==> config.mk <==
export PLATFORM = sky130hd
export DESIGN_NAME = kuz_lunit
export DESIGN_NICKNAME = d
export VERILOG_FILES = /design/src/rtl/core/kuz_pkg.sv /design/src/rtl/core/kuz_lunit.sv
export SDC_FILE = /design/constraint.sdc
export NUM_CORES = 1
export LEC_CHECK = 0
export ABC_AREA = 1
export BUFFER_PORTS_ARGS = -buffer_cell sky130_fd_sc_hd__buf_4
export CAP_MARGIN = 5
export CORE_ASPECT_RATIO = 1.4
export CORE_MARGIN = 3
export CORE_UTILIZATION = 54
export CTS_CLUSTER_SIZE = 16
export DETAILED_ROUTE_END_ITERATION = 16
export GPL_TIMING_DRIVEN = 1
export PLACE_DENSITY = 0.8
export SKIP_CTS_REPAIR_TIMING = 1
export SLEW_MARGIN = 20
export SYNTH_ARGS = -nofsm -noshare
export SYNTH_HDL_FRONTEND = slang
export SYNTH_SLANG_ARGS = --single-unit
==> constraint.sdc <==
create_clock -name clk_i -period 4 [get_ports clk_i]
set_clock_uncertainty 0.1 [all_clocks]
set_input_delay 0 -clock clk_i [delete_from_list [all_inputs] [get_ports clk_i]]
set_output_delay 0 -clock clk_i [all_outputs]
set_load 0.01 [all_outputs]
==> src/rtl/core/kuz_pkg.sv <==
// Kuznyechik package: substitution tables and GF(2^8) helpers.
package kuz_pkg;

  localparam int unsigned BlockW = 128;
  localparam int unsigned KeyW   = 64;

  typedef enum logic [1:0] {
    KEY_WORD0 = 2'd0,
    KEY_WORD1 = 2'd1,
    KEY_WORD2 = 2'd2,
    KEY_WORD3 = 2'd3
  } key_idx_e;

  typedef enum logic {
    CMD_ENCRYPT = 1'b0,
    CMD_DECRYPT = 1'b1
  } cmd_e;

  localparam logic [7:0] PolyLow = 8'hC3;

  localparam logic [7:0] Sbox [256] = '{
    8'hfc,8'hee,8'hdd,8'h11,8'hcf,8'h6e,8'h31,8'h16,8'hfb,8'hc4,8'hfa,8'hda,8'h23,8'hc5,8'h04,8'h4d,
    8'he9,8'h77,8'hf0,8'hdb,8'h93,8'h2e,8'h99,8'hba,8'h17,8'h36,8'hf1,8'hbb,8'h14,8'hcd,8'h5f,8'hc1,
    8'hf9,8'h18,8'h65,8'h5a,8'he2,8'h5c,8'hef,8'h21,8'h81,8'h1c,8'h3c,8'h42,8'h8b,8'h01,8'h8e,8'h4f,
    8'h05,8'h84,8'h02,8'hae,8'he3,8'h6a,8'h8f,8'ha0,8'h06,8'h0b,8'hed,8'h98,8'h7f,8'hd4,8'hd3,8'h1f,
    8'heb,8'h34,8'h2c,8'h51,8'hea,8'hc8,8'h48,8'hab,8'hf2,8'h2a,8'h68,8'ha2,8'hfd,8'h3a,8'hce,8'hcc,
    8'hb5,8'h70,8'h0e,8'h56,8'h08,8'h0c,8'h76,8'h12,8'hbf,8'h72,8'h13,8'h47,8'h9c,8'hb7,8'h5d,8'h87,
    8'h15,8'ha1,8'h96,8'h29,8'h10,8'h7b,8'h9a,8'hc7,8'hf3,8'h91,8'h78,8'h6f,8'h9d,8'h9e,8'hb2,8'hb1,
    8'h32,8'h75,8'h19,8'h3d,8'hff,8'h35,8'h8a,8'h7e,8'h6d,8'h54,8'hc6,8'h80,8'hc3,8'hbd,8'h0d,8'h57,
    8'hdf,8'hf5,8'h24,8'ha9,8'h3e,8'ha8,8'h43,8'hc9,8'hd7,8'h79,8'hd6,8'hf6,8'h7c,8'h22,8'hb9,8'h03,
    8'he0,8'h0f,8'hec,8'hde,8'h7a,8'h94,8'hb0,8'hbc,8'hdc,8'he8,8'h28,8'h50,8'h4e,8'h33,8'h0a,8'h4a,
    8'ha7,8'h97,8'h60,8'h73,8'h1e,8'h00,8'h62,8'h44,8'h1a,8'hb8,8'h38,8'h82,8'h64,8'h9f,8'h26,8'h41,
    8'had,8'h45,8'h46,8'h92,8'h27,8'h5e,8'h55,8'h2f,8'h8c,8'ha3,8'ha5,8'h7d,8'h69,8'hd5,8'h95,8'h3b,
    8'h07,8'h58,8'hb3,8'h40,8'h86,8'hac,8'h1d,8'hf7,8'h30,8'h37,8'h6b,8'he4,8'h88,8'hd9,8'he7,8'h89,
    8'he1,8'h1b,8'h83,8'h49,8'h4c,8'h3f,8'hf8,8'hfe,8'h8d,8'h53,8'haa,8'h90,8'hca,8'hd8,8'h85,8'h61,
    8'h20,8'h71,8'h67,8'ha4,8'h2d,8'h2b,8'h09,8'h5b,8'hcb,8'h9b,8'h25,8'hd0,8'hbe,8'he5,8'h6c,8'h52,
    8'h59,8'ha6,8'h74,8'hd2,8'he6,8'hf4,8'hb4,8'hc0,8'hd1,8'h66,8'haf,8'hc2,8'h39,8'h4b,8'h63,8'hb6
  };

  localparam logic [7:0] Lcoef [16] = '{
    8'd1, 8'd148, 8'd32, 8'd133, 8'd16, 8'd194, 8'd192, 8'd1,
    8'd251, 8'd1, 8'd192, 8'd194, 8'd16, 8'd133, 8'd32, 8'd148
  };

  // Inverse substitution by search over the constant table.
  function automatic logic [7:0] sbox_inv(input logic [7:0] v);
    logic [7:0] r;
    r = 8'h00;
    for (int i = 0; i < 256; i++) begin
      if (Sbox[i] == v) r = 8'(i);
    end
    return r;
  endfunction

  // Multiply by a constant coefficient in GF(2^8) mod 0x1C3.
  function automatic logic [7:0] gf_mul(input logic [7:0] a, input logic [7:0] b);
    logic [7:0] r;
    logic [7:0] x;
    r = 8'h00;
    x = a;
    for (int i = 0; i < 8; i++) begin
      if (b[i]) r = r ^ x;
      x = {x[6:0], 1'b0} ^ (x[7] ? PolyLow : 8'h00);
    end
    return r;
  endfunction

  // Linear combination of all sixteen bytes.
  function automatic logic [7:0] lin(input logic [BlockW-1:0] a);
    logic [7:0] r;
    r = 8'h00;
    for (int i = 0; i < 16; i++) r = r ^ gf_mul(Lcoef[i], a[8*i +: 8]);
    return r;
  endfunction

  typedef struct packed {
    logic start;
    logic inv;
  } lunit_ctl_t;

endpackage

==> src/rtl/core/kuz_lunit.sv <==
// Serial L transform: one LFSR byte step per cycle, sixteen steps.
module kuz_lunit (
  input  logic                       clk_i,
  input  logic                       rst_ni,
  input  kuz_pkg::lunit_ctl_t        ctl_i,
  input  logic [kuz_pkg::BlockW-1:0] data_i,
  output logic [kuz_pkg::BlockW-1:0] data_o,
  output logic                       done_o
);
  import kuz_pkg::*;

  logic [BlockW-1:0] sh_q, sh_d;
  logic [3:0]        cnt_q;
  logic              busy_q, inv_q;
  logic [BlockW-1:0] rot;

  // Form one forward or inverse step.
  always_comb begin
    rot = {sh_q[7:0], sh_q[BlockW-1:8]};
    if (inv_q) begin
      rot = {sh_q[BlockW-9:0], sh_q[BlockW-1 -: 8]};
      sh_d = {rot[BlockW-1:8], lin(rot)};
    end else begin
      sh_d = {lin(sh_q), sh_q[BlockW-1:8]};
    end
  end

  // Advance the shift register while busy.
  always_ff @(posedge clk_i or negedge rst_ni) begin
    if (!rst_ni) begin
      busy_q <= 1'b0;
      cnt_q  <= '0;
      inv_q  <= 1'b0;
      done_o <= 1'b0;
    end else begin
      done_o <= 1'b0;
      if (ctl_i.start) begin
        busy_q <= 1'b1;
        cnt_q  <= '0;
        inv_q  <= ctl_i.inv;
      end else if (busy_q) begin
        cnt_q <= cnt_q + 4'd1;
        if (cnt_q == 4'd15) begin
          busy_q <= 1'b0;
          done_o <= 1'b1;
        end
      end
    end
  end

  always_ff @(posedge clk_i) begin
    if (ctl_i.start) sh_q <= data_i;
    else if (busy_q) sh_q <= sh_d;
  end

  assign data_o = sh_q;
endmodule

# After elaboration in Yosys (flattened, before gate mapping)
# Cells that the tools add are included.
# W data, S select, Z words.
[word_totals]
reg_bits = 135
input_bits = 132
output_inout_bits = 129
word_cells = 785
[op_classes]
add_sub_neg = 1
n_eq_ne = 1
mux = 523
n_bitwise = 254
reduce_logical = 1
[ops]
columns = ["op", "n"]
rows = [
  ["$mux W8", 386],
  ["$mux W7", 64],
  ["$mux W128", 3],
  ["$xor A8 B8 Y8", 30],
  ["$not A6 Y6", 32],
  ["$not A5 Y5", 36],
  ["$not A4 Y4", 42],
  ["$mux W6", 24],
  ["$not A3 Y3", 48],
  ["$mux W5", 14],
  ["$not A1 Y1", 62],
  ["$mux W4", 8],
  ["$not A7 Y7", 4],
  ["$mux W3", 6],
  ["$mux W1", 12],
  ["$mux W2", 6],
  ["$add A4 B1 Y4 const B", 1],
  ["$eq A4 B4 Y1 const B", 1],
  ["$reduce_bool A2 Y1", 1],
]

# Longest topological paths before layout
[depth]
depth_word = 41
mapped_depth = 21
mapped_depth_nobuf = 20

# Worst setup path after synthesis
# OpenSTA, ideal clock, no wires.
[synth_timing]
path_kind = "input to register"
from = "input port ctl_i[1] (netlist name)"
to = "register sh_q[0], in the netlist data_o[0] (enable)"
setup_time_ps = 1118
t_arrival_ps = 2669
setup_slack_ps = 113
stages = 4
path_buffers = 2
cell_sequence = "clkbuf_1 -> inv_2 -> clkbuf_1 -> nand2_1"
[synth_via]
elab_chain_cells = 1
[synth_lines]
columns = ["item", "line", "rtl"]
rows = [
  ["start: declaration", "kuz_lunit.sv:5", "input kuz_pkg::lunit_ctl_t ctl_i,"],
  ["$reduce_bool A2 Y1 (no line)", "-", ""],
  ["end signal: assignment", "kuz_lunit.sv:52", "if (ctl_i.start) sh_q <= data_i;"],
  ["end: declaration", "kuz_lunit.sv:12", "logic [BlockW-1:0] sh_q, sh_d;"],
]
# Every way passes these cells.
# A chain may end at the register's enable or synchronous reset.

# Worst setup path in the final report
[layout_timing]
from = "register sh_q[31], in the netlist data_o[31]"
to = "register sh_q[7], in the netlist data_o[7] (data pin)"
[layout_via]
elab_chain_cells = 17
[layout_lines]
columns = ["item", "line", "rtl"]
rows = [
  ["$mux W8", "kuz_pkg.sv:62", "if (b[i]) r = r ^ x;"],
  ["$mux W8", "kuz_lunit.sv:20", "if (inv_q) begin"],
  ["$xor A8 B8 Y8 (12 in a row)", "kuz_pkg.sv:72", "for (int i = 0; i < 16; i++) r = r ^ gf_mul(Lcoef[i], a[8*i +: 8]);"],
  ["$mux W128", "kuz_lunit.sv:20", ""],
  ["$mux W128", "kuz_lunit.sv:53", "else if (busy_q) sh_q <= sh_d;"],
  ["$mux W128", "kuz_lunit.sv:52", ""],
]
# Every way passes these cells. The select of a mux whose other input is x is not followed.

==> results by group <==
Worst hold path
  – Min-Delay Path Class: in -> reg
  – Worst Hold Depth: 4
  – Hold endpoint: data_o[0]$_DFFE_PP_
  – Min-delay src: ctl_i[1]

Synthesis
  – Post-Synth Simple-Gate Area: 0.401
  – Netlist cell types: 35
  – Yosys warns: 0
  – Syn Std Cell Area: 0.0164 mm^2
  – Post-Synth Adder-Cell Area: 0.000763
  – Seq/Total Area, Yosys: 0.245
  – Xor-xnor portion of the synthesized cell area: 0.152
  – Mux share of post-synthesis cell area: 0
  – Main combinational cell family by area after synthesis: simple AND/OR/NAND/NOR gates
  – Mapped Nets: 2862
  – Post-Syn Area per Cell: approximately 6 um^2
  – Synth Area in Compound Gates: 0.0777
  – Cells after Synth: between 2000 and 3000
  – Seq cells post-synth: 135

STA
  – Fmax: about 330 MHz
  – Worst-margin pin slew: roughly 860 ps
  – Setup-failing EPs final: 0
  – Slew Limit Fails: 0
  – Final WS setup: a little under 1000 ps
  – Fin crit share: 0.758
  – Final Hold Violating Endpoints: 1
  – RSZ-0062 raised after global routing: no
  – Worst hold slack: -7.88 ps
  – Slew Limit Headroom: 0.425
  – Setup TNS: 0 ps
  – Final min period: between 3000 and 4000 ps

Route
  – Vias/cell: 5.60
  – DRT antenna net count: 0
  – Wire per inst: approximately 19 um
  – DRT Wirelength: about 65 mm
  – Remaining DRCs: 0
  – 1st-pass router iterations: 6
  – Vias: around 19000
  – DRT iter0 DRCs: ~1800

Placed design
  – Port Buffers: 260
  – Placed Area: about 0.018 mm^2
  – Placer congestion estimate: roughly 0.97
  – Placed instance count: between 3000 and 4000
  – Final HPWL DP: roughly 49 mm
  – Post-Place Setup Slack: ~1100 ps

Final layout
  – N_diodes: 0
  – Multi-input gate area: slightly above 0.01 mm^2
  – Fraction of layout cells with a size suffix above 1: 0.127
  – Layout overhead on the synthesized area: 21.6%
  – Reg area: ~0.004 mm^2
  – Cell area after layout: ~0.02 mm^2
  – Net count reported at finish: between 3000 and 4000
  – Fill cells: roughly 2600
  – Final Instance Count excl. Fillers: between 3000 and 4000

Power
  – Leakage Power: 10.9 nW
  – Max IR drop VDD: roughly 0.39 mV
  – Power Dens Cells: 582 mW/mm^2
  – Total Power: 11.6 mW

Clocking
  – Clock Tree Root: clkbuf_16
  – # H-tree levels: 4
  – TritonCTS clock tree: built
  – Clock Path Buffers: 2
  – Worst-path clk slew: 60 ps
  – Num CTS Buffers: 17
  – Worst skew pair latency: ~450 ps
  – Clock sinks: between 100 and 150

Worst setup path
  – Buf+Inv Stages, Crit Path: 1
  – CP cell instances: inv_1, nand2_1, nand2_1, xor2_1, nand3_1, nand2_1, nand2_1, nand2_1, nand3_1, nand3_1, nand3_1, nand2_1, nand2_1
  – Crit-path leading delay family: simple AND/OR/NAND/NOR gates
  – Worst Path Required: just over 4000 ps
  – Worst Setup End Kind: flip-flop
  – Critical Path AT: ~3100 ps
  – Crit path largest cell delay: around 850 ps
  – RR Endpoint: data_o[7]$_DFFE_PP_
  – Kind of critical path: reg -> reg
  – Crit path top cell by count: nand2_1
  – Crit start category: flip-flop
  – Crit path from: data_o[31]$_DFFE_PP_
  – Crit path max fanout: 14
  – Worst R2R Start: data_o[31]$_DFFE_PP_
  – R2r worst-path depth: 13
  – Setup slack, reg-to-reg: ~970 ps
  – CP max-delay cell: edfxtp_1

Global routing
  – Global routing met2 resource utilization: 0.659
  – Busiest grt layer: met2
  – Grt ovf: 0
  – First-pass GRT wire length: ~95 mm
  – Vias in the first global route: about 17000
  – GR Util met1: 0.426
  – Antenna violations before repair: 0
  – Largest net degree at the start of global routing: between 70 and 80
  – Global Route Usage Sum: 0.375
  – Grt met3 use: 0.0519

Run status
  – Failing checks: negative hold slack
  – Status: complete, but fails checks

Run
  – MaxCap Viol Count: 0

Die
  – I/O Pins: 261
  – Die area: 0.0325 mm^2
  – Core ar.: roughly 0.030 mm^2
  – Std-Cell Rows: 74
  – DIE HEIGHT: 212 um
  – Chip width: around 150 um
  – Starting Density: 0.555
## cells in the mapped netlist (all sizes together)
cell / n / area, um^2
edfxtp: 128 / 3840
o21ai: 9 / 45.0
nor4: 1 / 6.26
a21o: 3 / 22.5
nand2b: 4 / 25.0
nand3: 198 / 996
dfrtp: 7 / 175
nand2: 1236 / 4710
inv: 290 / 1090
xor2: 148 / 1360
nand4: 7 / 43.8
buf: 90 / 653
ha: 1 / 12.5
nor3: 3 / 15.0
nor2: 146 / 551
nand3b: 21 / 158
or2: 13 / 81.3
xnor2: 120 / 1130
a21oi: 241 / 1210
clkbuf: 63 / 269
## flip-flops by register name, indices dropped and copies added, names as in the netlist
register / count
busy_q: 1
inv_q: 1
cnt_q: 4
data_o: 128
done_o: 1
## where the power goes
part / internal (mW) / switching (mW)
sequential: 1.83 / 0.799
clock: 0.944 / 0.687
combinational: 2.72 / 4.62
## through the flow
step | utilization | hold WS (ps)
2_1_floorplan | - | -396
3_3_place_gp | 0.611 | -285
3_5_place_dp | 0.611 | -281
4_1_cts | 0.631 | -766
5_1_grt | 0.675 | 14.6
6_report | 0.675 | -7.88
## routing by layer
layer,vias to the layer above,share of wire
li1,8968,-
met1,8597,0.35
met5,-,0
met4,0,0.080
met3,328,0.082
met2,1091,0.49
## worst max path at each step
stage	cells past startpoint	end
6_report	13	data_o[7]$_DFFE_PP_
5_1_grt	16	data_o[121]$_DFFE_PP_
4_1_cts	13	data_o[7]$_DFFE_PP_
3_5_place_dp	13	data_o[7]$_DFFE_PP_
3_3_place_gp	13	data_o[7]$_DFFE_PP_
2_1_floorplan	4	data_o[0]$_DFFE_PP_
## cells in the final DEF (no fill, tap or decap), types with 2 or more instances in the layout
| cell type | count |
|---|---|
| nor3_1 | 3 |
| or2_1 | 10 |
| nand2_2 | 24 |
| edfxtp_1 | 128 |
| nand3b_1 | 21 |
| buf_4 | 271 |
| xnor2_1 | 109 |
| clkbuf_16 | 20 |
| inv_1 | 260 |
| nand2_1 | 1210 |
| o21ai_1 | 3 |
| inv_2 | 26 |
| nor2_1 | 145 |
| xor2_2 | 9 |
| nand2_4 | 2 |
| inv_4 | 9 |
| inv_6 | 2 |
| xnor2_2 | 11 |
| nand4_1 | 7 |
| clkbuf_8 | 2 |
| a21oi_1 | 241 |
| nand2b_1 | 4 |
| clkbuf_1 | 3 |
| nand3_1 | 197 |
| xor2_1 | 139 |
| o21ai_0 | 6 |
| dlygate4sd3_1 | 131 |
| dfrtp_1 | 6 |
| buf_12 | 2 |
| or2_2 | 3 |
| a21o_1 | 3 |
## worst register-to-register path, stage by stage, from the launching register on
cell and delay, ps:
edfxtp_1 850, inv_1 290, nand2_1 120, nand2_1 240, xor2_1 430, nand3_1 120
nand2_1 100, nand2_1 50, nand2_1 70, nand3_1 80, nand3_1 90, nand3_1 90
nand2_1 100, nand2_1 50
## cells by family after synthesis
group                    Yosys count
AND/OR/NAND/NOR                 1629
buffers and inverters            443
XOR/XNOR                         268
AO/OA/AOI/OAI                    253
flip-flops                       135
adder cells (fa/ha/maj)            1
## area by class of cell
cell class / instances / share of cell area
clock inverter: 7 / 0.00245
timing repair buffer: 404 / 0.170
sequential: 135 / 0.202
tap: 380 / 0.0238
clock buffer: 25 / 0.0270
multi-input combinational: 2151 / 0.520
inverter: 290 / 0.0551
(Power assumes the default switching activity.)
